[src/rtl/sfrc_pkg.sv]
`timescale 1ns / 1ps
// Shared types, codes and constants of the frame receive checker.
package sfrc_pkg;

    // Frame phases
    localparam logic [2:0] PH_IDLE = 3'd0;
    localparam logic [2:0] PH_ADDR = 3'd1;
    localparam logic [2:0] PH_LEN  = 3'd2;
    localparam logic [2:0] PH_DATA = 3'd3;
    localparam logic [2:0] PH_CRCL = 3'd4;
    localparam logic [2:0] PH_CRCH = 3'd5;

    // Verdict status codes
    localparam logic [1:0] ST_OK    = 2'd0;
    localparam logic [1:0] ST_PROTO = 2'd1;
    localparam logic [1:0] ST_ID    = 2'd2;
    localparam logic [1:0] ST_CRC   = 2'd3;

    // Result kinds
    localparam logic KIND_PAYLOAD = 1'b0;
    localparam logic KIND_VERDICT = 1'b1;

    // Input actions
    localparam logic ACT_BYTE    = 1'b0;
    localparam logic ACT_TIMEOUT = 1'b1;

    // Register indexes
    localparam logic [1:0] REG_DEVICE_ADDRESS = 2'd0;
    localparam logic [1:0] REG_CRC_POLY       = 2'd1;
    localparam logic [1:0] REG_FRAME_PREFIX   = 2'd2;
    localparam logic [1:0] REG_MIN_FRAME_SIZE = 2'd3;

    // Register reset values
    localparam logic [6:0]  RST_DEVICE_ADDRESS = 7'd0;
    localparam logic [15:0] RST_CRC_POLY       = 16'h8005;
    localparam logic [7:0]  RST_FRAME_PREFIX   = 8'h7F;
    localparam logic [8:0]  RST_MIN_FRAME_SIZE = 9'd6;

    // CRC and framing constants
    localparam logic [15:0] CRC_INIT       = 16'hFFFF;
    localparam logic [15:0] CRC_MSB        = 16'h8000;
    localparam logic [8:0]  FRAME_OVERHEAD = 9'd5;

    localparam int PADDR_W = 4;

    typedef struct packed {
        logic [6:0]  device_address;
        logic [15:0] crc_poly;
        logic [7:0]  frame_prefix;
        logic [8:0]  min_frame_size;
    } cfg_t;

    typedef struct packed {
        logic       kind;
        logic [7:0] payload;
        logic [1:0] status;
        logic [7:0] payload_length;
        logic       last;
    } res_t;

endpackage

[src/rtl/sfrc_crc_byte.sv]
`timescale 1ns / 1ps
// Byte-wide MSB-first CRC-16 update with a programmable polynomial.
module sfrc_crc_byte
    import sfrc_pkg::*;
(
    input  logic [15:0] crc_in,
    input  logic [7:0]  data,
    input  logic [15:0] poly,
    output logic [15:0] crc_out
);

    // Unroll the eight bit steps of one byte
    always_comb
    begin
        logic [15:0] c;
        c = crc_in ^ {data, 8'h00};
        for (int i = 0; i < 8; i++)
        begin
            if ((c & CRC_MSB) != 16'h0000)
                c = {c[14:0], 1'b0} ^ poly;
            else
                c = {c[14:0], 1'b0};
        end
        crc_out = c;
    end

endmodule

[src/rtl/sfrc_frame_fsm.sv]
`timescale 1ns / 1ps
// Frame parser: destuffing, id check, CRC accumulation and verdicts.
module sfrc_frame_fsm
    import sfrc_pkg::*;
(
    input  logic       clk,
    input  logic       rst_n,
    input  cfg_t       cfg,
    input  logic       accept,
    input  logic       action,
    input  logic [7:0] rx_byte,
    input  logic       expect_seq,
    output logic       res_valid,
    output res_t       res
);

    logic [2:0]  phase_reg, phase_next;
    logic        stuff_pending_reg, stuff_pending_next;
    logic [15:0] running_crc_reg, running_crc_next;
    logic [7:0]  frame_length_reg, frame_length_next;
    logic [7:0]  bytes_left_reg, bytes_left_next;
    logic        id_bad_reg, id_bad_next;
    logic [7:0]  crc_low_byte_reg, crc_low_byte_next;

    logic        hit;
    logic        lone;
    logic [15:0] crc_seed;
    logic [15:0] crc_upd;
    logic        id_mismatch;
    logic [7:0]  left_dec;
    logic        too_short;

    assign hit  = (rx_byte == cfg.frame_prefix);
    assign lone = (action == ACT_BYTE) && (phase_reg != PH_IDLE)
                  && stuff_pending_reg && !hit;
    // A lone prefix restarts the CRC for the new frame's address byte
    assign crc_seed    = lone ? CRC_INIT : running_crc_reg;
    assign id_mismatch = (rx_byte[6:0] != cfg.device_address) || (rx_byte[7] != expect_seq);
    assign left_dec    = bytes_left_reg - 8'd1;
    assign too_short   = ({1'b0, frame_length_reg} + FRAME_OVERHEAD) < cfg.min_frame_size;

    sfrc_crc_byte u_crc (
        .crc_in  (crc_seed),
        .data    (rx_byte),
        .poly    (cfg.crc_poly),
        .crc_out (crc_upd)
    );

    // Decode one request against the frame state
    always_comb
    begin
        phase_next         = phase_reg;
        stuff_pending_next = stuff_pending_reg;
        running_crc_next   = running_crc_reg;
        frame_length_next  = frame_length_reg;
        bytes_left_next    = bytes_left_reg;
        id_bad_next        = id_bad_reg;
        crc_low_byte_next  = crc_low_byte_reg;
        res_valid          = 1'b0;
        res.kind           = KIND_VERDICT;
        res.payload        = 8'd0;
        res.status         = ST_PROTO;
        res.payload_length = frame_length_reg;
        res.last           = 1'b1;

        if (accept)
        begin
            priority if (action == ACT_TIMEOUT)
            begin
                // Abort an open frame, ignore while idle
                if (phase_reg != PH_IDLE)
                begin
                    res_valid          = 1'b1;
                    phase_next         = PH_IDLE;
                    stuff_pending_next = 1'b0;
                end
            end
            else if (phase_reg == PH_IDLE)
            begin
                // Hunt for the prefix
                if (hit)
                begin
                    phase_next         = PH_ADDR;
                    stuff_pending_next = 1'b0;
                    running_crc_next   = CRC_INIT;
                    frame_length_next  = 8'd0;
                    bytes_left_next    = 8'd0;
                    id_bad_next        = 1'b0;
                    crc_low_byte_next  = 8'd0;
                end
            end
            else if (lone)
            begin
                // Drop the frame; the prefix opens a new one, this byte is its address
                res_valid          = 1'b1;
                phase_next         = PH_LEN;
                stuff_pending_next = 1'b0;
                running_crc_next   = crc_upd;
                frame_length_next  = 8'd0;
                bytes_left_next    = 8'd0;
                id_bad_next        = id_mismatch;
                crc_low_byte_next  = 8'd0;
            end
            else if (!stuff_pending_reg && hit)
            begin
                // Hold the first half of a doubled prefix
                stuff_pending_next = 1'b1;
            end
            else
            begin
                stuff_pending_next = 1'b0;
                unique case (phase_reg)
                    PH_ADDR:
                    begin
                        id_bad_next      = id_mismatch;
                        running_crc_next = crc_upd;
                        phase_next       = PH_LEN;
                    end
                    PH_LEN:
                    begin
                        frame_length_next = rx_byte;
                        bytes_left_next   = rx_byte;
                        running_crc_next  = crc_upd;
                        phase_next        = (rx_byte == 8'd0) ? PH_CRCL : PH_DATA;
                    end
                    PH_DATA:
                    begin
                        running_crc_next = crc_upd;
                        bytes_left_next  = left_dec;
                        if (left_dec == 8'd0)
                            phase_next = PH_CRCL;
                        res_valid   = 1'b1;
                        res.kind    = KIND_PAYLOAD;
                        res.payload = rx_byte;
                        res.status  = ST_OK;
                        res.last    = 1'b0;
                    end
                    PH_CRCL:
                    begin
                        crc_low_byte_next = rx_byte;
                        phase_next        = PH_CRCH;
                    end
                    PH_CRCH:
                    begin
                        res_valid = 1'b1;
                        priority if (too_short)
                            res.status = ST_PROTO;
                        else if (id_bad_reg)
                            res.status = ST_ID;
                        else if ({rx_byte, crc_low_byte_reg} != running_crc_reg)
                            res.status = ST_CRC;
                        else
                            res.status = ST_OK;
                        phase_next = PH_IDLE;
                    end
                    default:
                    begin
                        phase_next = PH_IDLE;
                    end
                endcase
            end
        end
    end

    // Advance the frame state
    always_ff @(posedge clk or negedge rst_n)
    begin
        if (!rst_n)
        begin
            phase_reg         <= PH_IDLE;
            stuff_pending_reg <= 1'b0;
            running_crc_reg   <= CRC_INIT;
            frame_length_reg  <= 8'd0;
            bytes_left_reg    <= 8'd0;
            id_bad_reg        <= 1'b0;
            crc_low_byte_reg  <= 8'd0;
        end
        else
        begin
            phase_reg         <= phase_next;
            stuff_pending_reg <= stuff_pending_next;
            running_crc_reg   <= running_crc_next;
            frame_length_reg  <= frame_length_next;
            bytes_left_reg    <= bytes_left_next;
            id_bad_reg        <= id_bad_next;
            crc_low_byte_reg  <= crc_low_byte_next;
        end
    end

endmodule

[config.mk]
export PLATFORM = sky130hd
export DESIGN_NAME = sfrc_frame_fsm
export DESIGN_NICKNAME = d
export VERILOG_FILES = /design/src/rtl/sfrc_pkg.sv /design/src/rtl/sfrc_crc_byte.sv /design/src/rtl/sfrc_frame_fsm.sv
export SDC_FILE = /design/constraint.sdc
export NUM_CORES = 1
export LEC_CHECK = 0
export ABC_AREA = 1
export BUFFER_PORTS_ARGS = -buffer_cell sky130_fd_sc_hd__buf_2
export CAP_MARGIN = 40
export CORE_ASPECT_RATIO = 0.75
export CORE_MARGIN = 4
export CORE_UTILIZATION = 29
export CTS_CLUSTER_DIAMETER = 200
export CTS_CLUSTER_SIZE = 8
export DETAILED_ROUTE_END_ITERATION = 12
export GPL_ROUTABILITY_DRIVEN = 0
export PLACE_DENSITY_LB_ADDON = 0.12
export SETUP_SLACK_MARGIN = 0.15
export SYNTH_ARGS = -nofsm -noshare
export SYNTH_HDL_FRONTEND = slang
export SYNTH_SLANG_ARGS = --single-unit
[constraint.sdc]
create_clock -name clk -period 7.1 [get_ports clk]
set_input_delay 0.355 -clock clk [delete_from_list [all_inputs] [get_ports clk]]
set_output_delay 0.355 -clock clk [all_outputs]
set_load 0.01 [all_outputs]
; Word level (Yosys, flattened, before mapping)
; Index checks and enable logic that the tools add are counted.
[totals]
word_cells = 129
input_bits = 53
memories = 0
mem_bits_ro = 0
reg_bits = 45
latchBits = 0
ramBits = 0
[classes]
mux = 69
reduce_logical = 25
div = 0
n_addsub = 2
bitwise = 10
magnitude_cmp = 1
mul = 0
shifts = 0
eq_ne = 15
[op_table]
columns = cell, count
row1 = $mux 16, 14
row2 = $xor 16x16->16, 9
row3 = $mux 8, 12
row4 = $mux 11, 5
row5 = $reduce_and 5->1, 6
row6 = $mux 3, 8
row7 = $mux 1, 23
row8 = $logic_not 8->1, 2
row9 = $ne 16x16->1, 1
row10 = $pmux 8 s2, 1
row11 = $reduce_bool 3->1, 5
row12 = $pmux 3 s4, 1
row13 = $add 8x3->9 const B, 1
row14 = $lt 9x9->1, 1
row15 = $mux 9, 1
row16 = $eq 8x8->1, 1
row17 = $sub 8x1->8 const B, 1
row18 = $ne 7x7->1, 1
row19 = $eq 3x2->1 const B, 2
row20 = $eq 3x3->1 const B, 2
row21 = $mux 2, 3
row22 = $ne 3x3->1 const B, 2
row23 = $ne 5x5->1 const B, 1
row24 = $logic_and 1x1->1, 4
row25 = other kinds (14), 15

; Logic depth before layout (Yosys ltp)
; Gate-level depths: netlist of the first run.
[logic_depth]
depth_word = 26
ltp_mapped = 38
mapped_depth_nobuf = 35

; Cells and area by module
; Synthesis of the first run repeated with hierarchy kept, for this count alone.
[hier_totals]
hier_cells = 1080
area_unflattened_um2 = 6429.9
[modules_own_cells]
columns = module, cells_each, n_inst, area_per_inst_um2
row1 = sfrc_frame_fsm, 522, 1, 3465.8
row2 = sfrc_crc_byte, 558, 1, 2964.1

; Least setup slack after synthesis of the first run
; Ideal clock, no wire load.
[synth_path]
path_kind = in2reg
start = input port rx_byte[5]
end = register running_crc_reg[13]
required_time_ns = 7.028
n_path_buf = 4
cell_stages = 35
path_slack_ns = 3.951
arrival_ns = 3.077
setup_time_ns = 0.072
path_cell_list = buf_6 > inv_4 > nand2_1 > nand2_1 > nand2_2 > nor2_4 > nand2_4 > nand2_8 > buf_6 > nand2_1 > nand2_1 > nand2_1 > xor2_1 > nand2_1 > nand2_1 > nor2_2 > nor2_4 > inv_1 > nand2_1 > nand2_4 > nand2_2 > nand2_4 > nand2_1 > nor2_1 > nand2_1 > nand2_2 > buf_12 > buf_6 > nand3_1 > nand2_1 > inv_2 > nand3_1 > nand3_1 > nand2_1 > inv_1
[synth_via]
elab_chain_len = 25
elab_cells_between_ends = 30
classes_between = 3 x eq/ne / 13 x mux / 9 x bitwise / 5 x reduce/logical
[synth_rtl]
columns = item, line
row1 = start: declaration, sfrc_frame_fsm.sv:11  ; input logic [7:0] rx_byte,
row2 = $eq 8x8->1, sfrc_frame_fsm.sv:33  ; assign hit = (rx_byte == cfg.frame_prefix);
row3 = $logic_not 1->1, sfrc_frame_fsm.sv:35  ; && stuff_pending_reg && !hit;
row4 = $logic_and 1x1->1, sfrc_frame_fsm.sv:35
row5 = $mux 16, sfrc_frame_fsm.sv:37  ; assign crc_seed = lone ? CRC_INIT : running_crc_reg;
row6 = $xor 16x16->16, sfrc_crc_byte.sv:16  ; c = crc_in ^ {data, 8'h00};
row7 = $xor 16x16->16, sfrc_crc_byte.sv:20  ; c = {c[14:0], 1'b0} ^ poly;
row8 = $mux 16, sfrc_crc_byte.sv:19  ; if ((c & CRC_MSB) != 16'h0000)
row9 = $xor 16x16->16, sfrc_crc_byte.sv:20
row10 = [... 9 more ...], --
row11 = $xor 16x16->16, sfrc_crc_byte.sv:20
row12 = $mux 16, sfrc_crc_byte.sv:19
row13 = $xor 16x16->16, sfrc_crc_byte.sv:20
row14 = $mux 16, sfrc_crc_byte.sv:19
row15 = $mux 16, sfrc_frame_fsm.sv:112  ; unique case (phase_reg)
row16 = $mux 16, sfrc_frame_fsm.sv:104  ; else if (!stuff_pending_reg && hit)
row17 = $mux 16, sfrc_frame_fsm.sv:92  ; else if (lone)
row18 = $mux 16, sfrc_frame_fsm.sv:78  ; else if (phase_reg == PH_IDLE)
row19 = end signal: assignment, sfrc_frame_fsm.sv:182  ; running_crc_reg <= running_crc_next;
row20 = end: declaration, sfrc_frame_fsm.sv:19  ; logic [15:0] running_crc_reg, running_crc_next;
; Several ways; a longest one is shown, not always the timed one. The select of a mux whose other input is x is not followed.
; A chain may end at the register's enable or synchronous reset.

; Worst setup path in the final report of the first run
[layout_path]
start = register phase_reg[0]
end = register running_crc_reg[13]
[layout_via]
elab_chain_len = 26
elab_cells_between_ends = 35
classes_between = 5 x eq/ne / 13 x mux / 9 x bitwise / 8 x reduce/logical
[layout_rtl]
columns = item, line
row1 = start: declaration, sfrc_frame_fsm.sv:17  ; logic [2:0] phase_reg, phase_next;
row2 = start signal: assignment, sfrc_frame_fsm.sv:180  ; phase_reg <= phase_next;
row3 = $reduce_bool 3->1, sfrc_frame_fsm.sv:34  ; assign lone = (action == ACT_BYTE) && (phase_reg != PH_IDLE)
row4 = $logic_and 1x1->1, sfrc_frame_fsm.sv:34
row5 = $logic_and 1x1->1 (2 in series), sfrc_frame_fsm.sv:35
row6 = $mux 16, sfrc_frame_fsm.sv:37
row7 = $xor 16x16->16, sfrc_crc_byte.sv:16
row8 = $xor 16x16->16, sfrc_crc_byte.sv:20
row9 = $mux 16, sfrc_crc_byte.sv:19
row10 = $xor 16x16->16, sfrc_crc_byte.sv:20
row11 = [... 9 more ...], --
row12 = $xor 16x16->16, sfrc_crc_byte.sv:20
row13 = $mux 16, sfrc_crc_byte.sv:19
row14 = $xor 16x16->16, sfrc_crc_byte.sv:20
row15 = $mux 16, sfrc_crc_byte.sv:19
row16 = $mux 16, sfrc_frame_fsm.sv:112
row17 = $mux 16, sfrc_frame_fsm.sv:104
row18 = $mux 16, sfrc_frame_fsm.sv:92
row19 = $mux 16, sfrc_frame_fsm.sv:78
; Several ways; a longest one is shown, not always the timed one. The select of a mux whose other input is x is not followed.

==> impl_metrics.toml, run 1 <==
[critical_path]
critPathSlowestCell = "nand2_1"
cp_num_buf_inv = 2
reg2reg_slack_ns = 1.75
r2r_cells = 30
required_ns = 7.33
max_stage_delay_ns = 0.64
cpLargestDelayFamily = "simple AND/OR/NAND/NOR gates"
worst-path-stages = 30
setup.worst_path.start_class = "register"
critical_path_class = "register to register"
arrival_ns = 5.58
endpoint_kind = "register"
worstPathMaxFanout = 30
cp_common_cell = "nand2_1"

[logic_synthesis]
ys_seq_area_frac = 0.188
avgSynthCellArea_um2 = 5.84
synth_area_leaders = "nand2_1, dfrtp_1, nand3_1, inv_1, xor2_1"
async_flop_share = 1.00
synth_ff_type = "dfrtp_1"
syn_nets = 1106
synth.most_common_cell = "nand2_1"
synth_area_leader_cell = "nand2_1"
synth_common_cells = "nand2_1, inv_1, nand3_1, nor2_1, xor2_1"
ys_ff_latch = 45
synth_area_um2 = 6090
synth-edff-count = 0
post_synth_inst_count = 1042
synth-warning-count = 0
synth_cell_types = 52
synth.top_cell.area_share = 0.221

[pwr]
total_power_mw = 3.80
power.share.sequential = 0.133
p_comb_frac = 0.802
clkPwrFrac = 0.064
peakVddDrop_uv = 228
p_per_area_nw_per_um2 = 568
swShare = 0.606
leakage_nw = 3.73
internal_power_mw = 1.50
power_switching_mw = 2.31

[drt]
ant_nets = 0
drc = 0
routed_wl_um = 21400
viasPerCell = 4.69
dr.pass1.iters = 5
num_vias = 6385
drt_iter0_markers = 519
route.detailed.wl_per_inst_um = 15.7

[clock_network]
htree_levels = 2
cts_tree = "done"
cts-root-buf = "clkbuf_16"
clkSinkCount = 45
cts-buffers-inserted = 5
hold_buffers = 0
cts_setup_buffers = 0
clock_latency_ns = 0.29
ctsResizeCount = 0
clockBufferDepth = 2
clkSlewWorstSetupHoldPaths_ns = 0.07

[place]
dpl.hpwl_um = 17100
post-place-ws_ns = 1.65
portBuffers = 73
postPlaceCellArea_um2 = 6550

[global_routing]
antenna_found_initial = 0
grt_pass1_vias = 5708
grt_max_degree = 46
gr-total-overflow = 0
grt.total_usage = 0.181
grt_pass1_wl_um = 33400

[finish]
n_fill_cell = 2284
syn_to_final_growth_pct = 9.99
drive_gt1_frac = 0.146
stdcell_area_um2 = 6700
final_nets = 1143
largest_reg_flops = 16
n_antenna_cell = 0

[floorplanning]
design.core.area_um2 = 20400
num_rows = 45
initial_core_util = 0.298
die_x_um = 175
die_h_um = 133
die_area_um2 = 23400
ios = 74

[timing]
finalCritPeriodShare = 0.753
skew_ns = 0.00816
tightest_slew_ns = 0.859
drv_slew = 0
setup_slack_ns = 1.75
hold_viol = 0
rsz0062_at_grt = "false"
min_period_ns = 5.35
fmax_mhz = 187
setup_tns_ns = 0
hold_ws_ns = 0.146
max_slew_margin = 0.426
setup_viol = 0

[min_path]
worstHoldPathType = "input port to async pin"

[run_status]
outcome = "complete, no violations"

[job]
maxCapViolCount = 0
==> final timing paths <==
kind	to	start
setup / recovery	running_crc_reg[13]$_DFFE_PN1P_	phase_reg[0]$_DFFE_PN0P_
hold / removal	phase_reg[0]$_DFFE_PN0P_	rst_n
setup reg to reg	running_crc_reg[13]$_DFFE_PN1P_	phase_reg[0]$_DFFE_PN0P_
hold reg to reg	crc_low_byte_reg[0]$_DFFE_PN0P_	crc_low_byte_reg[0]$_DFFE_PN0P_
max in group asynchronous	frame_length_reg[1]$_DFFE_PN0P_	rst_n
min in group clk	stuff_pending_reg$_DFFE_PN0P_	action
==> cell families after synthesis <==
| kind of cell | after synthesis | share of synthesized area |
|---|---|---|
| multiplexers | 1 | 0.00185 |
| buffers and inverters | 211 | 0.150 |
| AND/OR/NAND/NOR | 606 | 0.437 |
| flip-flops | 45 | 0.188 |
| adder cells (fa/ha/maj) | 11 | 0.0226 |
| XOR/XNOR | 74 | 0.108 |
| AO/OA/AOI/OAI | 94 | 0.0923 |
==> per-stage QoR <==
| step | std cells | util |
|---|---|---|
| finish | 1362 | 0.328 |
| global route | 1362 | 0.328 |
| CTS | 1362 | 0.328 |
| detailed placement | 1354 | 0.320 |
| global placement | 1352 | 0.320 |
| floorplan | 1042 | - |
==> power groups by stage <==
stage	sequential (mW)	combinational (mW)	clock (mW)
6_report	0.508	3.05	0.245
5_1_grt	0.521	3.51	0.262
4_1_cts	0.504	3.05	0.251
3_5_place_dp	0.505	3.04	0
3_3_place_gp	0.512	3.02	0
2_1_floorplan	0.479	2.52	0
==> cell usage in the layout (no fill, tap or decap), types with 7 or more instances in the layout <==
master	netlist	final
ha_1	11	11
nor3_1	7	7
nand2_4	7	7
nor2_1	74	74
o21a_1	7	7
inv_1	143	143
o21ai_0	41	41
a21oi_1	16	16
nand3_1	118	118
inv_2	17	17
dfrtp_1	29	29
dfstp_2	16	16
buf_2	19	73
xor2_1	56	56
nand2_1	359	359
xnor2_1	17	17
o31ai_1	8	8
==> metal layers <==
metal	GRT usage	routed length [µm]	part of all wire
met3	0.0335	1670	0.078
met2	0.243	8120	0.38
met1	0.304	11500	0.54
met4	0.0113	65	0.0030
met5	0	0	0
==> area by class of cell <==
class	count	area, µm²	share of cell area
repair buffers	78	403	0.0602
multi-input cells	786	4030	0.602
flip-flops and latches	45	1150	0.171
well taps	282	353	0.0527
clock inverters	3	23.8	0.00355
inverters	163	617	0.0921
clock buffers	5	125	0.0187
No activity file was read; power rests on OpenSTA's default activity.
==> run 2: changes to the inputs <==
- clock period: 7.1 -> 5 ns (I/O delays scaled with it)
==> impl_metrics.toml, run 2 (synthesis results as in run 1) <==
[timing]
finalCritPeriodShare = 0.864
hold_ws_ns = 0.0325
setup_slack_ns = 0.680
fmax_mhz = 231
rsz0062_at_grt = "false"
setup_viol = 0
tightest_slew_ns = 0.650
hold_viol = 0
setup_tns_ns = 0
max_slew_margin = 0.563
drv_slew = 0
min_period_ns = 4.32
skew_ns = 0.00978

[clock_network]
htree_levels = 2
ctsResizeCount = 0
cts-buffers-inserted = 5
cts_setup_buffers = 0
clkSlewWorstSetupHoldPaths_ns = 0.08
cts_tree = "done"
clock_latency_ns = 0.30
cts-root-buf = "clkbuf_16"
clkSinkCount = 45
clockBufferDepth = 2
hold_buffers = 0

[critical_path]
timing.rr.start = "phase_reg[2]$_DFFE_PN0P_"
endpoint_kind = "register"
r2r_cells = 29
setup.worst_path.start_class = "register"
worstPathMaxFanout = 26
max_stage_delay_ns = 0.45
required_ns = 5.23
cp_common_cell = "nand2_1"
critPathSlowestCell = "dfrtp_1"
reg2reg_slack_ns = 0.68
critical_path_class = "register to register"
arrival_ns = 4.55
reg2reg_to = "running_crc_reg[7]$_DFFE_PN1P_"

[floorplanning]
initial_core_util = 0.298
num_rows = 45
die_area_um2 = 23400
design.core.area_um2 = 20400
die_x_um = 175
ios = 74
die_h_um = 133

[finish]
final_cells = 1369
final_nets = 1150
drive_gt1_frac = 0.152
fin_util = 0.330
final_common_cell = "nand2_1"
syn_to_final_growth_pct = 10.9
stdcell_area_um2 = 6750
mostFrequentLayoutCells = "nand2_1, inv_1, nand3_1"
largest_reg_flops = 16
n_fill_cell = 2312
n_antenna_cell = 0

[drt]
drt_iter0_markers = 472
num_vias = 6262
drc = 0
ant_nets = 0
dr.pass1.iters = 6
route.detailed.wl_per_inst_um = 14.5
routed_wl_um = 19900
viasPerCell = 4.57

[global_routing]
gr-total-overflow = 0
antenna_found_initial = 0
grt_pass1_vias = 5596
grt.total_usage = 0.168
grt_max_degree = 46
grt_pass1_wl_um = 31700

[pwr]
total_power_mw = 5.46
peakVddDrop_uv = 397
leakage_nw = 3.76
p_per_area_nw_per_um2 = 809

[run_status]
outcome = "complete, no violations"

[place]
portBuffers = 73
post-place-ws_ns = 0.663
dpl.hpwl_um = 16000
postPlaceCellArea_um2 = 6600
place_inst = 1361

[min_path]
worstHoldPathType = "input port to async pin"

[job]
maxCapViolCount = 0
==> run 2: changes by cell type in the layout (fill, tap and decap cells not counted), sizes merged <==
| cell | change |
|---|---|
| buf | +7 |
| clkinv | -1 |
| clkinvlp | +1 |
==> run 2: worst max path at each step <==
stage | startpoint | endpoint | slack, ns | cells past startpoint
after detailed placement | rx_byte[0] | running_crc_reg[8]$_DFFE_PN1P_ | 0.66 | 32
after floorplan | running_crc_reg[15]$_DFFE_PN1P_ | running_crc_reg[13]$_DFFE_PN1P_ | 1.89 | 30
after CTS | phase_reg[2]$_DFFE_PN0P_ | running_crc_reg[8]$_DFFE_PN1P_ | 0.68 | 30
after global placement | rx_byte[0] | running_crc_reg[8]$_DFFE_PN1P_ | 0.78 | 32
final | phase_reg[2]$_DFFE_PN0P_ | running_crc_reg[7]$_DFFE_PN1P_ | 0.68 | 29
after global routing | phase_reg[0]$_DFFE_PN0P_ | running_crc_reg[9]$_DFFE_PN1P_ | 0.17 | 30
==> run 2: area by class of cell <==
type | instances | area (µm²) | share of cell area
clock inverters | 3 | 25.0 | 0.00371
inverters | 163 | 617 | 0.0914
multi-input cells | 786 | 4030 | 0.597
flip-flops and latches | 45 | 1150 | 0.170
repair buffers | 85 | 455 | 0.0675
well taps | 282 | 353 | 0.0523
clock buffers | 5 | 125 | 0.0185
==> run 2: critical path: cells and delay by family (launching register included) <==
kind	cells	cell delay, ns
buf+inv	4	0.52
simple gates	24	3.14
compound gates	1	0.13
flops	1	0.45
==> run 2: power by group <==
part | switching [mW] | internal, mW | total [mW] | leakage [nW]
sequential | 0.152 | 0.557 | 0.709 | 0.540
clock | 0.168 | 0.190 | 0.357 | 0.0708
combinational | 2.93 | 1.46 | 4.39 | 3.15
total | 3.25 | 2.21 | 5.46 | 3.76
==> run 2: per-layer routing <==
metal,GRT usage,routed length [µm],up-vias
li1,-,-,3306
met5,0,0,-
met1,0.278,11200,2831
met3,0.0244,829,9
met2,0.232,7790,116
met4,0.0188,99,0
==> run 3: changes to the inputs <==
- clock period: 5 -> 5.6 ns (I/O delays scaled with it)
==> impl_metrics.toml, run 3 (synthesis results as in run 1) <==
[run_status]
outcome = "complete, no violations"

[clock_network]
ctsResizeCount = 0
cts-root-buf = "clkbuf_16"
clockBufferDepth = 2
cts-buffers-inserted = 5
cts_tree = "done"
cts_setup_buffers = 0
clkSinkCount = 45
clock_latency_ns = 0.30
htree_levels = 2
hold_buffers = 0
clkSlewWorstSetupHoldPaths_ns = 0.06

[pwr]
peakVddDrop_uv = 353
p_per_area_nw_per_um2 = 713
total_power_mw = 4.79
leakage_nw = 3.74

[global_routing]
grt_pass1_vias = 5657
gr-total-overflow = 0
antenna_found_initial = 0
grt.total_usage = 0.174
grt_max_degree = 46
grt_pass1_wl_um = 32400

[floorplanning]
die_x_um = 175
ios = 74
design.core.area_um2 = 20400
die_h_um = 133
num_rows = 45
die_area_um2 = 23400
initial_core_util = 0.298

[timing]
hold_viol = 0
setup_slack_ns = 0.923
finalCritPeriodShare = 0.835
max_slew_margin = 0.579
setup_tns_ns = 0
hold_ws_ns = 0.0625
min_period_ns = 4.68
drv_slew = 0
setup_viol = 0
rsz0062_at_grt = "false"
skew_ns = 0.00977
fmax_mhz = 214
tightest_slew_ns = 0.632

[finish]
n_fill_cell = 2319
n_antenna_cell = 0
final_common_cell = "nand2_1"
final_nets = 1145
mostFrequentLayoutCells = "nand2_1, inv_1, nand3_1"
syn_to_final_growth_pct = 10.2
stdcell_area_um2 = 6710
drive_gt1_frac = 0.148
largest_reg_flops = 16

[drt]
routed_wl_um = 20500
dr.pass1.iters = 5
ant_nets = 0
drt_iter0_markers = 511
num_vias = 6296
route.detailed.wl_per_inst_um = 15.0
drc = 0
viasPerCell = 4.62

[min_path]
worstHoldPathType = "input port to async pin"

[place]
portBuffers = 73
postPlaceCellArea_um2 = 6560
dpl.hpwl_um = 16400
post-place-ws_ns = 0.778

[critical_path]
max_stage_delay_ns = 0.43
setup.worst_path.start_class = "register"
endpoint_kind = "register"
cp_common_cell = "nand2_1"
critical_path_class = "register to register"
arrival_ns = 4.91
critPathSlowestCell = "dfrtp_1"
worstPathMaxFanout = 30
required_ns = 5.83

[job]
maxCapViolCount = 0
## run 3: stage by stage
| stage | instances | utilization |
|---|---|---|
| 2_1_floorplan | 1042 | - |
| 3_3_place_gp | 1354 | 0.320 |
| 3_5_place_dp | 1356 | 0.321 |
| 4_1_cts | 1364 | 0.328 |
| 5_1_grt | 1364 | 0.328 |
| 6_report | 1364 | 0.328 |
## run 3: cell type report
type | instances | area [µm²] | share of cell area
Clock buffer | 5 | 125 | 0.0186
Timing Repair Buffer | 80 | 418 | 0.0623
Multi-Input combinational cell | 786 | 4030 | 0.600
Tap cell | 282 | 353 | 0.0526
Inverter | 163 | 617 | 0.0919
Sequential cell | 45 | 1150 | 0.171
Clock inverter | 3 | 23.8 | 0.00354
## run 3: final timing paths
kind	slack [ns]	cells after the start	from	end
min in group clk	0.31	3	cfg[17]	running_crc_reg[0]$_DFFE_PN1P_
worst max register to register	0.92	29	phase_reg[0]$_DFFE_PN0P_	running_crc_reg[13]$_DFFE_PN1P_
worst min-delay path	0.06	2	rst_n	phase_reg[1]$_DFFE_PN0P_
worst min register to register	0.51	2	id_bad_reg$_DFFE_PN0P_	id_bad_reg$_DFFE_PN0P_
max in group asynchronous	5.09	2	rst_n	bytes_left_reg[4]$_DFFE_PN0P_
worst max-delay path	0.92	29	phase_reg[0]$_DFFE_PN0P_	running_crc_reg[13]$_DFFE_PN1P_
## run 3: power breakdown
group          internal, mW  total [mW]  leakage [nW]  switching [mW]
registers             0.498       0.630         0.540           0.132
logic                  1.26        3.85          3.13            2.58
clock network         0.168       0.312        0.0747           0.144
total                  1.93        4.79          3.74            2.86
## run 3: layer usage
metal,vias up,wire length [µm],global-route usage
met3,7,1210,0.0272
met2,152,7860,0.236
met5,-,0,0
li1,3301,-,-
met4,0,80,0.0105
met1,2836,11400,0.293
## run 3: worst max-delay path: cells and delay by family (launching register included)
| kind | cells | cell delay [ns] |
|---|---|---|
| DFF | 1 | 0.43 |
| buffers and inverters | 3 | 0.38 |
| and+or+nand+nor | 26 | 3.76 |
